$ cat config.mk
export PLATFORM = sky130hd
export DESIGN_NAME = cfd_parse_step
export DESIGN_NICKNAME = d
export VERILOG_FILES = /design/src/rtl/core/csv_field_deframer_unit_macros.svh /design/src/rtl/core/cfd_pkg.sv /design/src/rtl/core/cfd_parse_step.sv
export SDC_FILE = /design/constraint.sdc
export NUM_CORES = 1
export LEC_CHECK = 0
export ABC_CLOCK_PERIOD_IN_PS = 2040
export BUFFER_PORTS_ARGS = -buffer_cell sky130_fd_sc_hd__buf_2
export CAP_MARGIN = 5
export CORE_UTILIZATION = 41
export CTS_BUF_LIST = sky130_fd_sc_hd__clkbuf_4 sky130_fd_sc_hd__clkbuf_8 sky130_fd_sc_hd__clkbuf_16
export DETAILED_ROUTE_END_ITERATION = 7
export HOLD_SLACK_MARGIN = 0.06
export PLACE_DENSITY = 0.77
export RECOVER_POWER = 100
export REMOVE_ABC_BUFFERS = 1
export SYNTH_ARGS = -nofsm -noshare
export SYNTH_HDL_FRONTEND = slang
export SYNTH_SLANG_ARGS = --single-unit
$ cat constraint.sdc
create_clock -name clk -period 2.04 [get_ports clk]
set_input_delay 0 -clock clk [delete_from_list [all_inputs] [get_ports clk]]
set_output_delay 0 -clock clk [all_outputs]
set_load 0.05 [all_outputs]
$ cat src/rtl/core/csv_field_deframer_unit_macros.svh
// ----------------------------------------------------------------------------
// CSV field deframer assertion macros
// Shorthand for the concurrent checks used in the deframer RTL.
// ----------------------------------------------------------------------------
`ifndef CSV_FIELD_DEFRAMER_UNIT_MACROS_SVH
`define CSV_FIELD_DEFRAMER_UNIT_MACROS_SVH

// Same-cycle implication, disabled while reset is high.
`define CFD_ASSERT_NOW(label, ante, cons, msg) \
  label: assert property (@(posedge clk) disable iff (rst) (ante) |-> (cons)) \
    else $error(msg);

// Next-cycle implication, disabled while reset is high.
`define CFD_ASSERT_NEXT(label, ante, cons, msg) \
  label: assert property (@(posedge clk) disable iff (rst) (ante) |=> (cons)) \
    else $error(msg);

`endif

$ cat src/rtl/core/cfd_pkg.sv
// ----------------------------------------------------------------------------
// CSV field deframer package
// Shared payload types, character codes and parameter defaults.
// ----------------------------------------------------------------------------
package cfd_pkg;

  localparam int MAX_FIELD_DEF    = 127;
  localparam int GRID_COLUMNS_DEF = 256;
  localparam int GRID_ROWS_DEF    = 1024;

  localparam int LENGTH_W = 7;
  localparam int COLUMN_W = 9;
  localparam int ROW_W    = 11;

  localparam logic [7:0] CHAR_QUOTE = 8'h22;
  localparam logic [7:0] CHAR_COMMA = 8'h2C;
  localparam logic [7:0] CHAR_CR    = 8'h0D;
  localparam logic [7:0] CHAR_LF    = 8'h0A;

  typedef struct packed {
    logic [7:0] in_byte;
    logic       end_of_file;
  } text_item_t;

  typedef struct packed {
    logic [7:0]          out_byte;
    logic                byte_valid;
    logic                field_end;
    logic [LENGTH_W-1:0] field_length;
    logic                line_end;
    logic                file_end;
    logic [COLUMN_W-1:0] column;
    logic [ROW_W-1:0]    row;
  } field_item_t;

  // Result of one parser step.
  typedef struct packed {
    logic        has_result;
    field_item_t result;
  } step_out_t;

endpackage

$ cat src/rtl/core/cfd_parse_step.sv
// ----------------------------------------------------------------------------
// CSV field deframer parse step
// Parser state machine, field/column/row counters and per-item result logic.
// ----------------------------------------------------------------------------
module cfd_parse_step #(
  parameter int MAX_FIELD    = cfd_pkg::MAX_FIELD_DEF,
  parameter int GRID_COLUMNS = cfd_pkg::GRID_COLUMNS_DEF,
  parameter int GRID_ROWS    = cfd_pkg::GRID_ROWS_DEF
) (
  input  logic                clk,
  input  logic                rst,
  input  logic                advance,
  input  cfd_pkg::text_item_t item,
  output cfd_pkg::step_out_t  step
);
  import cfd_pkg::*;

  localparam int KEPT_W = $clog2(MAX_FIELD + 1);
  localparam int COL_W  = $clog2(GRID_COLUMNS + 1);
  localparam int ROWC_W = $clog2(GRID_ROWS + 1);

  typedef enum logic [2:0] {
    PH_START,
    PH_PLAIN,
    PH_QUOTED,
    PH_QUOTE_SEEN,
    PH_AFTER_CR,
    PH_DONE
  } phase_t;

  phase_t              phase, phase_next;
  logic [KEPT_W-1:0]   kept, kept_next;
  logic [COL_W-1:0]    col, col_next;
  logic [ROWC_W-1:0]   row, row_next;

  logic do_emit, do_end, end_eol, end_eof, eof_only;
  logic is_quote, is_comma, is_cr, is_lf, eof;

  assign eof      = item.end_of_file;
  assign is_quote = (item.in_byte == CHAR_QUOTE);
  assign is_comma = (item.in_byte == CHAR_COMMA);
  assign is_cr    = (item.in_byte == CHAR_CR);
  assign is_lf    = (item.in_byte == CHAR_LF);

  always_comb begin
    phase_next = phase;
    do_emit    = 1'b0;
    do_end     = 1'b0;
    end_eol    = 1'b0;
    end_eof    = 1'b0;
    eof_only   = 1'b0;
    case (phase)
      PH_START: begin
        if (eof) begin
          eof_only   = 1'b1;
          phase_next = PH_DONE;
        end else if (is_quote) begin
          phase_next = PH_QUOTED;
        end else if (is_comma) begin
          do_end = 1'b1;
        end else if (is_lf) begin
          do_end  = 1'b1;
          end_eol = 1'b1;
        end else begin
          phase_next = PH_PLAIN;
          do_emit    = !is_cr;
        end
      end
      PH_PLAIN: begin
        if (eof) begin
          do_end  = 1'b1;
          end_eol = 1'b1;
          end_eof = 1'b1;
        end else if (is_comma) begin
          do_end = 1'b1;
        end else if (is_lf) begin
          do_end  = 1'b1;
          end_eol = 1'b1;
        end else begin
          do_emit = !is_cr;
        end
      end
      PH_QUOTED: begin
        if (eof) begin
          do_end  = 1'b1;
          end_eof = 1'b1;
        end else if (is_quote) begin
          phase_next = PH_QUOTE_SEEN;
        end else begin
          do_emit = 1'b1;
        end
      end
      PH_QUOTE_SEEN: begin
        if (eof) begin
          do_end  = 1'b1;
          end_eol = 1'b1;
          end_eof = 1'b1;
        end else if (is_quote) begin
          phase_next = PH_QUOTED;
          do_emit    = 1'b1;
        end else if (is_cr) begin
          phase_next = PH_AFTER_CR;
        end else begin
          do_end  = 1'b1;
          end_eol = is_lf;
        end
      end
      PH_AFTER_CR: begin
        do_end  = 1'b1;
        end_eol = eof || is_lf;
        end_eof = eof;
      end
      default: begin
      end
    endcase
  end

  always_comb begin
    kept_next = kept;
    col_next  = col;
    row_next  = row;

    step.has_result          = 1'b0;
    step.result.out_byte     = '0;
    step.result.byte_valid   = 1'b0;
    step.result.field_end    = 1'b0;
    step.result.field_length = '0;
    step.result.line_end     = 1'b0;
    step.result.file_end     = 1'b0;
    step.result.column       = COLUMN_W'(col);
    step.result.row          = ROW_W'(row);

    if (eof_only) begin
      step.has_result        = 1'b1;
      step.result.file_end   = 1'b1;
    end

    // Characters past the field limit are dropped without a result.
    if (do_emit && (kept < KEPT_W'(MAX_FIELD))) begin
      kept_next              = kept + 1'b1;
      step.has_result        = 1'b1;
      step.result.out_byte   = item.in_byte;
      step.result.byte_valid = 1'b1;
    end

    if (do_end) begin
      step.has_result          = 1'b1;
      step.result.field_end    = 1'b1;
      step.result.field_length = LENGTH_W'(kept);
      step.result.line_end     = end_eol;
      step.result.file_end     = end_eof;
      kept_next                = '0;
      if (end_eol) begin
        col_next = '0;
        if (row < ROWC_W'(GRID_ROWS)) begin
          row_next = row + 1'b1;
        end
      end else if (col < COL_W'(GRID_COLUMNS)) begin
        col_next = col + 1'b1;
      end
    end
  end

  always_ff @(posedge clk) begin
    if (rst) begin
      phase <= PH_START;
      kept  <= '0;
      col   <= '0;
      row   <= '0;
    end else if (advance) begin
      phase <= do_end ? (end_eof ? PH_DONE : PH_START) : phase_next;
      kept  <= kept_next;
      col   <= col_next;
      row   <= row_next;
    end
  end

endmodule

Yosys cells after proc, flatten, opt, wreduce, memory -nomap -nowiden
Index checks and enable logic that the tools add are counted.
{ "totals": {"out_inout_bits": 40, "regBits": 30, "word_cells": 86, "in_bits": 12} }
{ "op_classes": {"reduce_logical": 12, "addsub": 3, "order_cmp": 3, "mux": 50, "n_eq_ne": 14} }
{ "ops": {"columns": ["cell", "n"], "rows": [
  ["2-to-1 mux 3 bit", 11],
  ["2-to-1 mux 1 bit", 28],
  ["2-to-1 mux 10 bit", 2],
  ["2-to-1 mux 9 bit", 2],
  ["equality test 8 x 4 -> 1 bit, second input constant", 2],
  ["equality test 8 x 6 -> 1 bit, second input constant", 2],
  ["2-to-1 mux 7 bit", 2],
  ["adder 11 x 1 -> 11 bit, second input constant", 1],
  ["less-than comparator 11 bit, second input constant", 1],
  ["!= test 5 bit, second input constant", 2],
  ["adder 9 x 1 -> 9 bit, second input constant", 1],
  ["less-than comparator 9 bit, second input constant", 1],
  ["!= test 3 bit, second input constant", 3],
  ["one-hot mux 3 bit (3 select lines)", 1],
  ["one-hot mux 1 bit (4 select lines)", 2],
  ["AND reduction 8 bit", 1],
  ["adder 7 x 1 -> 7 bit, second input constant", 1],
  ["less-than comparator 7 bit, second input constant", 1],
  ["equality test 3 x 2 -> 1 bit, second input constant", 2],
  ["one-hot mux 1 bit (5 select lines)", 1],
  ["!= test 4 bit, second input constant", 1],
  ["AND reduction 4 bit", 1],
  ["nonzero test 2 bit", 2],
  ["nonzero test 4 bit", 1],
  ["other kinds (10)", 10]
]} }

Logic depth before layout (Yosys ltp)
Gate-level depths: netlist of run 1.
{ "logic_depth": {"ltp_word": 10, "mapped_depth": 8} }

Worst setup path before layout of run 1
No wires, ideal clock.
{ "synth_timing": {"kind": "input port to flip-flop", "from": "input port item[5] (netlist name)", "to": "register col[7]", "setup_ns": 0.070, "arrival_time_ns": 2.337, "path_stages": 7, "n_path_buf": 1, "setup_slack_ns": -0.367, "cell_sequence": "or3_4 > o41a_1 > a211oi_4 > o221ai_2 > buf_6 > or4_1 > a21oi_1"} }
{ "synth_between": {"elab_chain_cells": 8} }
{ "synth_lines": {"columns": ["element", "line_no", "rtl"], "rows": [
  ["start: declaration", "cfd_parse_step.sv:13", "input cfd_pkg::text_item_t item,"],
  ["equality test 8 x 4 -> 1 bit", "cfd_parse_step.sv:43", "assign is_lf = (item.in_byte == CHAR_LF);"],
  ["2-to-1 mux 1 bit", "cfd_parse_step.sv:61, cfd_parse_step.sv:76", null],
  ["2-to-1 mux 1 bit", "cfd_parse_step.sv:59", "end else if (is_comma) begin"],
  ["2-to-1 mux 1 bit", "cfd_parse_step.sv:57", "end else if (is_quote) begin"],
  ["2-to-1 mux 1 bit", "cfd_parse_step.sv:54", "if (eof) begin"],
  ["one-hot mux 1 bit (4 select lines)", "cfd_parse_step.sv:52", "case (phase)"],
  ["nonzero test 2 bit (no source line)", null, null],
  ["AND reduction 3 bit (no source line)", null, null],
  ["end signal: assignment", "cfd_parse_step.sv:173", "col <= col_next;"],
  ["end: declaration", "cfd_parse_step.sv:33", "logic [COL_W-1:0] col, col_next;"]
]} }
Parallel ways exist; a longest one is shown, timed or not.
A chain may end at the register's enable or synchronous reset.

==> results.txt, run 1 <==
On the critical path the largest part of the delay comes from simple AND/OR/NAND/NOR gates. The floorplan die width was 71.2 um. The number of buffers inserted during clock tree synthesis was 5; the path depth of the worst reg2reg path was 8.

Input and output buffers added on the ports amount to 51. TritonCTS built the clock tree. Arrival time of the worst setup path: 2030 ps.

From bottom edge to top edge, the die measures 71.2 um. Synthesis produced a netlist whose cell count is 244. The total number of vias was 2161; the max-cap violation count was 0. The worst hold path terminates at phase[2]. The tools report the count of endpoints failing setup in the final report as 0. In the routed layout, each cell is associated on average with a via count of 5.72.

The run gives 5.25 mm as the total wire length. The average instance in the mapped netlist occupies 8.06 um^2. The number of hold-slack violations in the final timing report was 0. Clock tree synthesis selected as its root buffer the cell clkbuf_8. Of the synthesized area, sequential elements account for 30.6%.

The slowest library cell on the worst path was dfxtp_2. The time the worst path needs with I/O delays and setup is 2030 ps, and the async set or reset register ratio after synthesis is 0%. After synthesis the netlist holds a flip-flop and latch count of 30. The checks that failed: DRC. The power density over the cells works out to 833 nW/um^2.

The tightest hold margin came out at 137 ps. Compared with the post-synthesis result, the final layout area differs by 40.9%. The capturing point of the worst reg2reg path is kept[5]. The largest driver fanout on the critical path was 5. Endpoint class of the critical path: an output port. The number of antenna diodes in the final layout is 0.

Pin placement for this block handled 52 I/O pins. The run gives 1970 um^2 as the synthesized area. The detail route stage leaves a number of antenna-violating nets equal to 0. The detail-routed net length per standard cell is 13.9 um, and the maximum single-stage delay on the critical path is 320 ps. The run gives 0.494 GHz as the fmax.

In the layout the commonest cells are 31 x buf_4, 26 x dfxtp_1, 20 x nor2_1, 20 x clkbuf_1, 19 x buf_2. The depth of the CTS H-tree is 2. Yosys printed 0 warnings. The logs give 1.07 nW for the leakage power figure and 134 for the violation count after the first detailed-route iteration. The analysis attributes to net switching a power of 821 uW. The run gives 20.6% as the global-route total usage across every layer. The final-report max-slew violation count was 0.

The layout cell share with drive strength beyond 1 was 32.2%; the routability congestion estimate from global placement was 0.870. The flow ran to the end, but the final reports show violations. IR analysis of the VDD net gives a maximum drop of 0.459 mV.

The final critical path takes up 99.3% of the cycle. The kind of start point of the critical path was a flop. The share of total power dissipated in combinational logic is 40.1%. The number of clock sinks was 30; the required time at the endpoint of the critical path was 2040 ps.

Net switching is 35.6% of the power. The maximum number of pins on one net before global-route repair is 30. The layout has 383 filler cells. The critical register-to-register path startpoint was phase[2]. The classification of the worst-slack hold path is primary input to flop.

The worst hold path stage count was 3. Once the floorplan was initialized, standard cells occupied 43.9% of the core. The later pin in the worst-skew pair is clocked with a latency of 280 ps. Leaving out fill and tap cells, the most frequent cell in the layout is buf_4. The launch instance of the worst min-delay path is item[0]. The run gives 1.49 mW as the internal power.

The sum of net half-perimeters after detailed placement is 3.75 mm, and the clock-pin slew on the worst setup and hold paths is 60 ps. For the reg2reg setup slack, the log shows 70 ps. The total area inside the core boundary comes to 4470 um^2. The accumulated negative setup slack was 0 ps. The logs give 2.15 ps for the worst setup skew after layout and 8 for the length of the first detailed-routing pass in iterations. The number of enable-type register cells in the synthesized netlist is 0. Top flip-flop cell by instance count after synthesis: dfxtp_1.

The total overflow left after global routing is 0. The worst setup path category was flop to output port. For the global-route wire length before repair, the log shows 8.49 mm. The tools report the number of distinct library cells after synthesis as 62.

The relative max-transition margin is 60.3%, and the number of antenna violations at the first check in global routing is 0. The transition at the pin with the smallest max-transition slack came out at 598 ps. The signal on the critical path passes through or2_4 > a221oi_4 > nand2_2 > nor2_4 > buf_6 > clkinvlp_4 > nor2_2 > nor2_2 > buf_6.

The deepest clock path buffer count is 2, and the total DRC errors in the routed layout is 3. The share of total power dissipated in sequential elements is 27.5%. Setup repair after global routing could not meet its margin everywhere.

For the number of nets in the layout, the log shows 340. The die covers 5080 um^2. The number of buffer and inverter instances along the worst setup path works out to 3. The number of global-route vias before repair is 1939. The row count is 24, and the proportion of power drawn by the clock network is 32.4%.
## stage by stage
step	cell area, um^2	cells	util, %	power [mW]	worst slack (ps)
floorplan	1910	233	-	1.13	-411
global placement	2440	364	54.6	1.39	-74.8
detailed placement	2440	364	54.6	1.40	-101
CTS	2620	375	58.5	2.18	5.75
global route	2770	378	61.9	2.40	-84.1
finish	2770	378	61.9	2.31	13.9
## logic make-up after synthesis
group,after synthesis,synth area share (%)
AND/OR/NAND/NOR,118,33.7
AO/OA/AOI/OAI,60,23.1
flip-flops,30,30.6
buffers and inverters,19,4.26
XOR/XNOR,12,5.35
adder cells (fa/ha/maj),3,1.91
multiplexers,2,1.08
## routing by layer
layer | global-route usage, % | wire, um
met4 | 6.67 | 54
met1 | 27.1 | 2370
met5 | 0 | 0
met2 | 33.4 | 2580
met3 | 4.64 | 237
## cell type report
type | count | area [um^2] | area share [%]
multi-input combinational | 195 | 1370 | 49.4
sequential | 30 | 606 | 21.9
clock buffer | 6 | 82.6 | 2.98
tap | 52 | 65.1 | 2.35
clock inverter | 2 | 60.1 | 2.17
timing repair buffer | 84 | 548 | 19.8
inverter | 8 | 33.8 | 1.22
timing repair inverter | 1 | 7.51 | 0.271
## state kept, by name, indices dropped and copies added (netlist names)
signal	cells
row	11
col	9
kept	7
phase	3
## worst reg2reg max path, stage by stage, from the launching register on
cell and delay [ps]:
dfxtp_2 330, and3b_1 300, o221ai_1 180, nand2_2 140
nor2_4 50, buf_4 120, buf_4 130, a211oi_2 230
mux2_2 360
## power groups by stage
stage / registers, mW / logic (mW) / clock network [mW]
finish: 0.633 / 0.925 / 0.748
global route: 0.637 / 0.985 / 0.783
CTS: 0.629 / 0.793 / 0.759
detailed placement: 0.643 / 0.759 / 0
global placement: 0.642 / 0.746 / 0
floorplan: 0.684 / 0.446 / 0
## Yosys cell counts (4+ instances only)
cell type  number  area share [%]
nor2b_1         4             1.3
nand3_1         9             2.3
a311oi_1        4             1.8
or4_1           4             1.5
xnor2_1         8             3.6
nand4_1         7             2.2
nor3_1          9             2.3
nand2_1        19             3.6
nor2_1         23             4.4
a21oi_1        13             3.3
dfxtp_1        30              31
a31oi_1         5             1.6
o31ai_1         4             1.5
o21ai_0         6             1.5
clkbuf_1        8             1.5
xor2_1          4             1.8
inv_1           7             1.3
and2_1         17             5.4
## worst max-delay path by stage
stage               cells after the start        to  slack, ps      from
floorplan                               6    col[6]       -410   item[5]
global placement                        8    row[6]        -70   item[5]
detailed placement                      7    col[6]       -100   item[5]
CTS                                     9  step[20]          6  phase[0]
global route                            9  step[20]        -80  phase[0]
finish                                  9  step[20]         10  phase[0]
## repair_timing
item	in CTS	in global routing
cloned	0	1
buffers inserted	2	2
gates resized for setup	2	56
hold endpoints to repair	1	0
hold buffers	1	0
endpoints found under the setup margin	10	26
pin swaps	2	10
Power figures use the tool's default switching activity.
==> run 2: changes to the inputs <==
SETUP_SLACK_MARGIN = 0.15   (was not set)
==> run 2 against run 1 <==
The run still ends with DRC left; sequential share of layout area is 1.4 points lower; critical path type unchanged; core utilization is 4.3 points higher; clock skew is 0.69 ps lower; wire length is 11% higher; critical path depth is 1 lower; via count is 4.8% higher; sequential power hardly changed.
==> results.txt, run 2 (synthesis results as in run 1) <==
The run gives 110 ps as the reg2reg setup slack. The leakage power figure was 1.15 nW; the arrival time of the worst setup path was 1970 ps. Part of the cycle the worst path needs: 96.8%. Full die area: 5080 um^2. The logs give 0.462 mV for the largest vdd supply drop and 280 ps for the worst-skew pair later-pin latency.

The worst setup skew after layout is 1.46 ps, and the depth of the CTS H-tree is 2. Clock tree synthesis selected as its root buffer the cell clkbuf_8. The logs give 5 for the number of buffers inserted during clock tree synthesis and 2.47 mm for the total routed wire length on the met1 layer. In this design, the stage delay of the slowest critical-path cell is 320 ps.

The accumulated negative setup slack is 0 ps. Counting both buffers and inverters, the worst setup path holds a total of 2. The startpoint identified for the worst hold timing path is advance. The run gives 232 um as the wire length on met3. Among the stages of the critical path, the cell type that occurs most often is buf_6.

For the number of antenna violations at the first check in global routing, the log shows 0. On the critical path, the stage with the largest delay is an instance of dfxtp_2. The commonest non-fill, non-tap cell in the layout was buf_4. The global-route wire length before repair was 8.95 mm; the area of the multi-input gates was 1430 um^2. The worst setup path category was flop to output port.

The floorplan step set the die height to 71.2 um. The deepest clock path buffer count came out at 2. Entering global routing, the biggest net connects 30 pins. Critical register-to-register path startpoint: phase[0]. The path depth of the worst reg2reg path works out to 9.

The critical path goes through or2_4 > a221oi_4 > nand2_2 > nor2_4 > buf_6 > nand2_4 > a21o_1 > buf_6. Transition at the pin with the smallest max-transition slack: 598 ps. The number of antenna diodes in the final layout is 0.

Max-cap violations in this run came to 0. The register with the most flip-flops in the layout has 11 of them. The wire-length estimate of the detail-placed layout is 3.75 mm. Routability-driven placement finished with a final weighted congestion of 0.870.

The average vias per placed instance is 5.87. The path class of the tightest hold or removal check is primary input to flop. For this run, the post-layout net count is 348. Required time at the endpoint of the critical path: 2040 ps.

The clock drives 30 sinks. Dividing the detail-routed wire length by the instance count gives 15.0 um. The tools report the startpoint of the most critical setup path as phase[0].

The final reports fail on DRC. The run gives 43.9% as the starting density of the core. The run gives 0 as the number of hold-slack violations in the final timing report.

The tools report the count of endpoints failing setup in the final report as 0. The worst hold path terminates at kept[1]. The top-level I/O count was 52; the row count was 24. The total number of vias was 2265; the length of the first detailed-routing pass in iterations was 6. The power density over the cells was 810 nW/um^2. The flow ran to the end, but the final reports show violations. The floorplan die width is 71.2 um, and the worst hold path stage count is 2.

After clock tree synthesis, the clock-pin slew on the worst setup and hold paths is 60 ps. Grouping stages by cell kind, the critical path spends the most delay in simple AND/OR/NAND/NOR gates. In this run the top signal layer used is met4.

Input and output buffers added on the ports amount to 51. In the routed design, unresolved DRC markers number 3. Overall power consumption after layout is estimated at 2.40 mW. The run gives 2048 as the number of global-route vias before repair.

Static timing analysis puts the maximum clock frequency at 0.506 GHz. The layout cell share with drive strength beyond 1 is 37.7%, and the overflow left after global routing is 0. Measured against its own limit, the worst slew margin works out to 60.3%. The register with the most flip-flops was row. For the antenna violation net count after detailed routing, the log shows 0.

The largest registers in the layout are row: 11 flops, col: 9 flops, kept: 7 flops. The total wire length came out at 5.81 mm. In this run the standard cell core region covers 4470 um^2. Subtracting the final worst setup slack from the clock period gives 1970 ps. For this run, the total global-route usage over all layers was measured as 21.8%. The largest driver fanout on the critical path is 3, and the storage element area is 607 um^2. In the layout the commonest cells are 39 x buf_4, 25 x dfxtp_1, 22 x buf_6, 20 x clkbuf_1.

Final hold analysis gives a worst-case slack of 92.1 ps. Setup repair after global routing could not meet its margin everywhere. The kind of start point of the critical path was a flop.

Summed over all nets, wire length on met2 after detailed routing comes to 2.96 mm. The violation count after the first detailed-route iteration is 127. The final-report max-slew violation count was 0. TritonCTS built the clock tree. The endpoint identified for the worst register-to-register timing path is col[0].

Relative to the synthesized area, the layout overhead comes to 50.7%. STA classifies the critical path endpoint as an output port. Counting the fill cells in the layout gives 344.
-- run 2: changes by cell type in the layout (fill, tap and decap cells not counted), moves of 3 or more --
cell    before  now
nor2_2       2    5
buf_4       31   39
buf_6       10   22
nor2_1      20   17
buf_2       19   10
-- run 2: layout make-up --
| class | count | area share, % |
|---|---|---|
| timing repair buffer | 93 | 23.2 |
| multi-input combinational | 195 | 48.2 |
| inverter | 8 | 1.10 |
| clock inverter | 2 | 2.03 |
| tap | 52 | 2.20 |
| sequential | 30 | 20.5 |
| clock buffer | 6 | 2.79 |
-- run 2: worst max path at each step --
stage               end  slack [ps]  depth (start not counted)
2_1_floorplan    col[6]        -410                          6
3_3_place_gp     row[6]         -70                          8
3_5_place_dp     col[6]        -100                          7
4_1_cts        step[39]         130                          8
5_1_grt        step[39]         -30                          8
6_report       step[39]          70                          8
-- run 2: what timing repair did --
item	in CTS	in global routing
endpoints found under the hold margin	0	0
gates cloned	0	0
endpoints found under the setup margin	32	46
pin swaps	12	13
buffers inserted	12	2
hold buffers	0	0
gates resized for setup	43	42
-- run 2: per-stage QoR --
step	util (%)	cells	worst slack [ps]	cell area (um^2)
final	66.2	386	65.4	2960
after global routing	66.2	386	-26.6	2960
after CTS	62.9	384	128	2810
after detailed placement	54.6	364	-101	2440
after global placement	54.6	364	-74.8	2440
after floorplan	-	233	-411	1910
-- run 2: layer usage --
layer | vias to the layer above | track usage, %
li1 | 1090 | -
met1 | 1082 | 27.6
met2 | 74 | 37.1
met3 | 19 | 4.08
met4 | 0 | 7.78
met5 | - | 0
-- run 2: report_power, final --
group          switching [mW]  internal [mW]
registers              0.0223          0.611
logic                   0.609          0.412
clock network           0.225          0.521
total                   0.857           1.54
==> run 3: changes to the inputs <==
PLACE_DENSITY = not set   (was 0.77)
PLACE_DENSITY_LB_ADDON = 0.1   (was not set)
==> run 3 against run 2 <==
The run still ends with DRC left; non-clock buffer count is 3 lower; maximum frequency down 1.5%; combinational power about the same; die area unchanged; global-route usage rose by 0.39 points; worst hold slack lost 12 ps; cell area down 0.93%; flip-flop and latch count unchanged; clock power shrank 24%; core utilization shrank 0.62 points; critical path type is now flop to flop; critical endpoint is now col[3]; largest cell class unchanged.
==> results.txt, run 3 (synthesis results as in run 1) <==
The flow ran to the end, but the final reports show violations. The final reports fail on DRC. Row count: 24. The number of flip-flops under the largest register name works out to 11. The tools report the count of endpoints failing setup in the final report as 0. The H-tree was split into 2 levels. Full die area: 5080 um^2. The tools report the max-cap violation count as 0. The tools report the top-level I/O count as 52. The number of buffers inserted during clock tree synthesis is 5, and the largest driver fanout on the critical path is 11. The number of clock sinks was 30. The maximum number of pins on one net before global-route repair was 30; the detail-routed net length per standard cell was 14.2 um. The run gives 43.9% as the starting density of the core. The tools report the relative max-transition margin as 59.9%. On the worst path, the slowest cell contributes a delay of 320 ps. The first TritonRoute pass finished after 7 iterations. For the routability congestion estimate from global placement, the log shows 0.846.

After global routing the overflow that remains totals 0. Setup repair after global routing could not meet its margin everywhere. Among all stages on the critical path, the largest delay is contributed by dfxtp_2.

The global-route total usage across every layer is 22.2%, and the non-filler instance count after layout is 384. Counting tap cells, the placed design contains a total of 367 instances. The floorplan die width works out to 71.2 um.

The relative area change from synthesis to final layout is 49.3%, and the diode insertion count for antenna repair is 0. The root buffer cell chosen for the clock tree is clkbuf_8. For the final-report max-slew violation count, the log shows 0.

The analysis attributes to cell leakage a power of 1.12 nW. After clock tree synthesis, the flow added hold-fix buffers numbering 0. Once detailed placement completed, the half-perimeter wirelength came to 3.72 mm. In the final layout, the registers with the most flip-flops are row: 11 flops, col: 9 flops, kept: 7 flops.

In the routed design, unresolved DRC markers number 5. After detailed routing, the number of vias per cell comes to 5.53. The worst setup path is of the flop to flop kind. From bottom edge to top edge, the die measures 71.2 um. Arrival time of the worst setup path: 2230 ps. Kind of start point of the critical path: a flop. The signal on the critical path passes through buf_4 > nor2b_1 > a21o_1 > a211oi_4 > o221ai_4 > buf_4 > or3_4 > a21oi_2.

Transition at the pin with the smallest max-transition slack: 604 ps. The core region is 4470 um^2. The commonest non-fill, non-tap cell in the layout was buf_4. The power density over the cells is 749 nW/um^2, and the tightest hold margin is 80.6 ps. In this design, the critical path's most frequently occurring cell is buf_4. In this run the remaining antenna-violating nets after routing total 0. TritonCTS built the clock tree. The violation count after the first detailed-route iteration was 117. The tools report the fmax as 0.499 GHz.

Number of global-route vias before repair: 1919. The final-layout fill cell count was 400. The routed design could run at a clock period as short as 2000 ps.

Together, buffers and inverters on the worst path number 2. After clock tree synthesis, the clock-pin slew on the worst setup and hold paths is 60 ps. The number of nets in the layout came out at 346. The clock passes through at most 2 buffers. The first global-routing pass estimated 8.93 mm of wire.

The completed layout was analyzed and its total power is 2.20 mW. The classification of the worst-slack hold path is primary input to flop. The tools report the number of hold-slack violations in the final timing report as 0. The tools report the required time at the endpoint of the critical path as 2260 ps. The worst-case IR drop observed on VDD is 0.426 mV. The post-route netlist has 38.3% of its cells at a drive strength greater than 1.

The later pin in the worst-skew pair is clocked with a latency of 280 ps. The final critical path takes up 98.3% of the cycle. The total wire length was 5.44 mm. The number of antenna violations at the first check in global routing was 0. Register with the most flip-flops: row. In this run the tool buffered the top-level ports with 51 buffer cells.

The endpoint class of the critical path is a flop. The library cells used most frequently in the layout, excluding fill and tap cells, are 34 x buf_4, 23 x dfxtp_1, 20 x nor2_1, 20 x clkbuf_1, 19 x buf_6. Total number of vias: 2125. The kind of cell adding the most delay to the critical path is compound AO/OA/AOI/OAI gates. The clock arrives with 2.61 ps of skew.
-- run 3: cell types whose count changed in the layout (fill, tap and decap cells not counted), moves of 3 or more --
cell    delta
buf_8      +3
buf_6      -3
buf_4      -5
nor2_1     +3
nor2_2     -4
-- run 3: timing repair --
action / in CTS / in global routing
setup endpoints to repair: 32 / 44
endpoints found under the hold margin: 0 / 0
gates resized for setup: 56 / 37
cloned: 1 / 0
buffers inserted: 5 / 3
pin swaps: 18 / 20
-- run 3: power breakdown --
part	total [mW]	switching [mW]	internal [mW]
Sequential	0.633	0.0236	0.609
Clock	0.566	0.225	0.340
Combinational	1.00	0.582	0.418
-- run 3: layout make-up --
cell class	instances	area, um^2	share of cell area (%)
Timing Repair Buffer	90	672	22.9
Clock buffer	8	110	3.75
Timing Repair inverter	1	7.51	0.256
Sequential cell	30	614	20.9
Multi-Input combinational cell	195	1430	48.8
Tap cell	52	65.1	2.22
Inverter	8	33.8	1.15
-- run 3: final timing paths --
path	from	end	slack [ps]	cells after the start
setup / recovery	phase[1]	col[3]	40	8
hold / removal	advance	kept[0]	80	2
hold reg to reg	kept[0]	kept[0]	500	1
setup reg to reg	phase[1]	col[3]	40	8
-- run 3: per-layer routing --
metal	GRT usage (%)	wire length (um)
met1	30.6	2540
met2	34.9	2620
met3	4.64	210
met4	6.67	66
met5	0	0
-- run 3: metrics by stage --
| step | utilization, % | TNS (ps) | setup slack, ps | area (um^2) |
|---|---|---|---|---|
| 2_1_floorplan | - | -2590 | -411 | 1910 |
| 3_3_place_gp | 55.1 | -850 | -117 | 2460 |
| 3_5_place_dp | 55.1 | -1150 | -136 | 2460 |
| 4_1_cts | 62.4 | 0 | 30.3 | 2790 |
| 5_1_grt | 65.6 | -656 | -72.8 | 2940 |
| 6_report | 65.6 | 0 | 35.0 | 2940 |
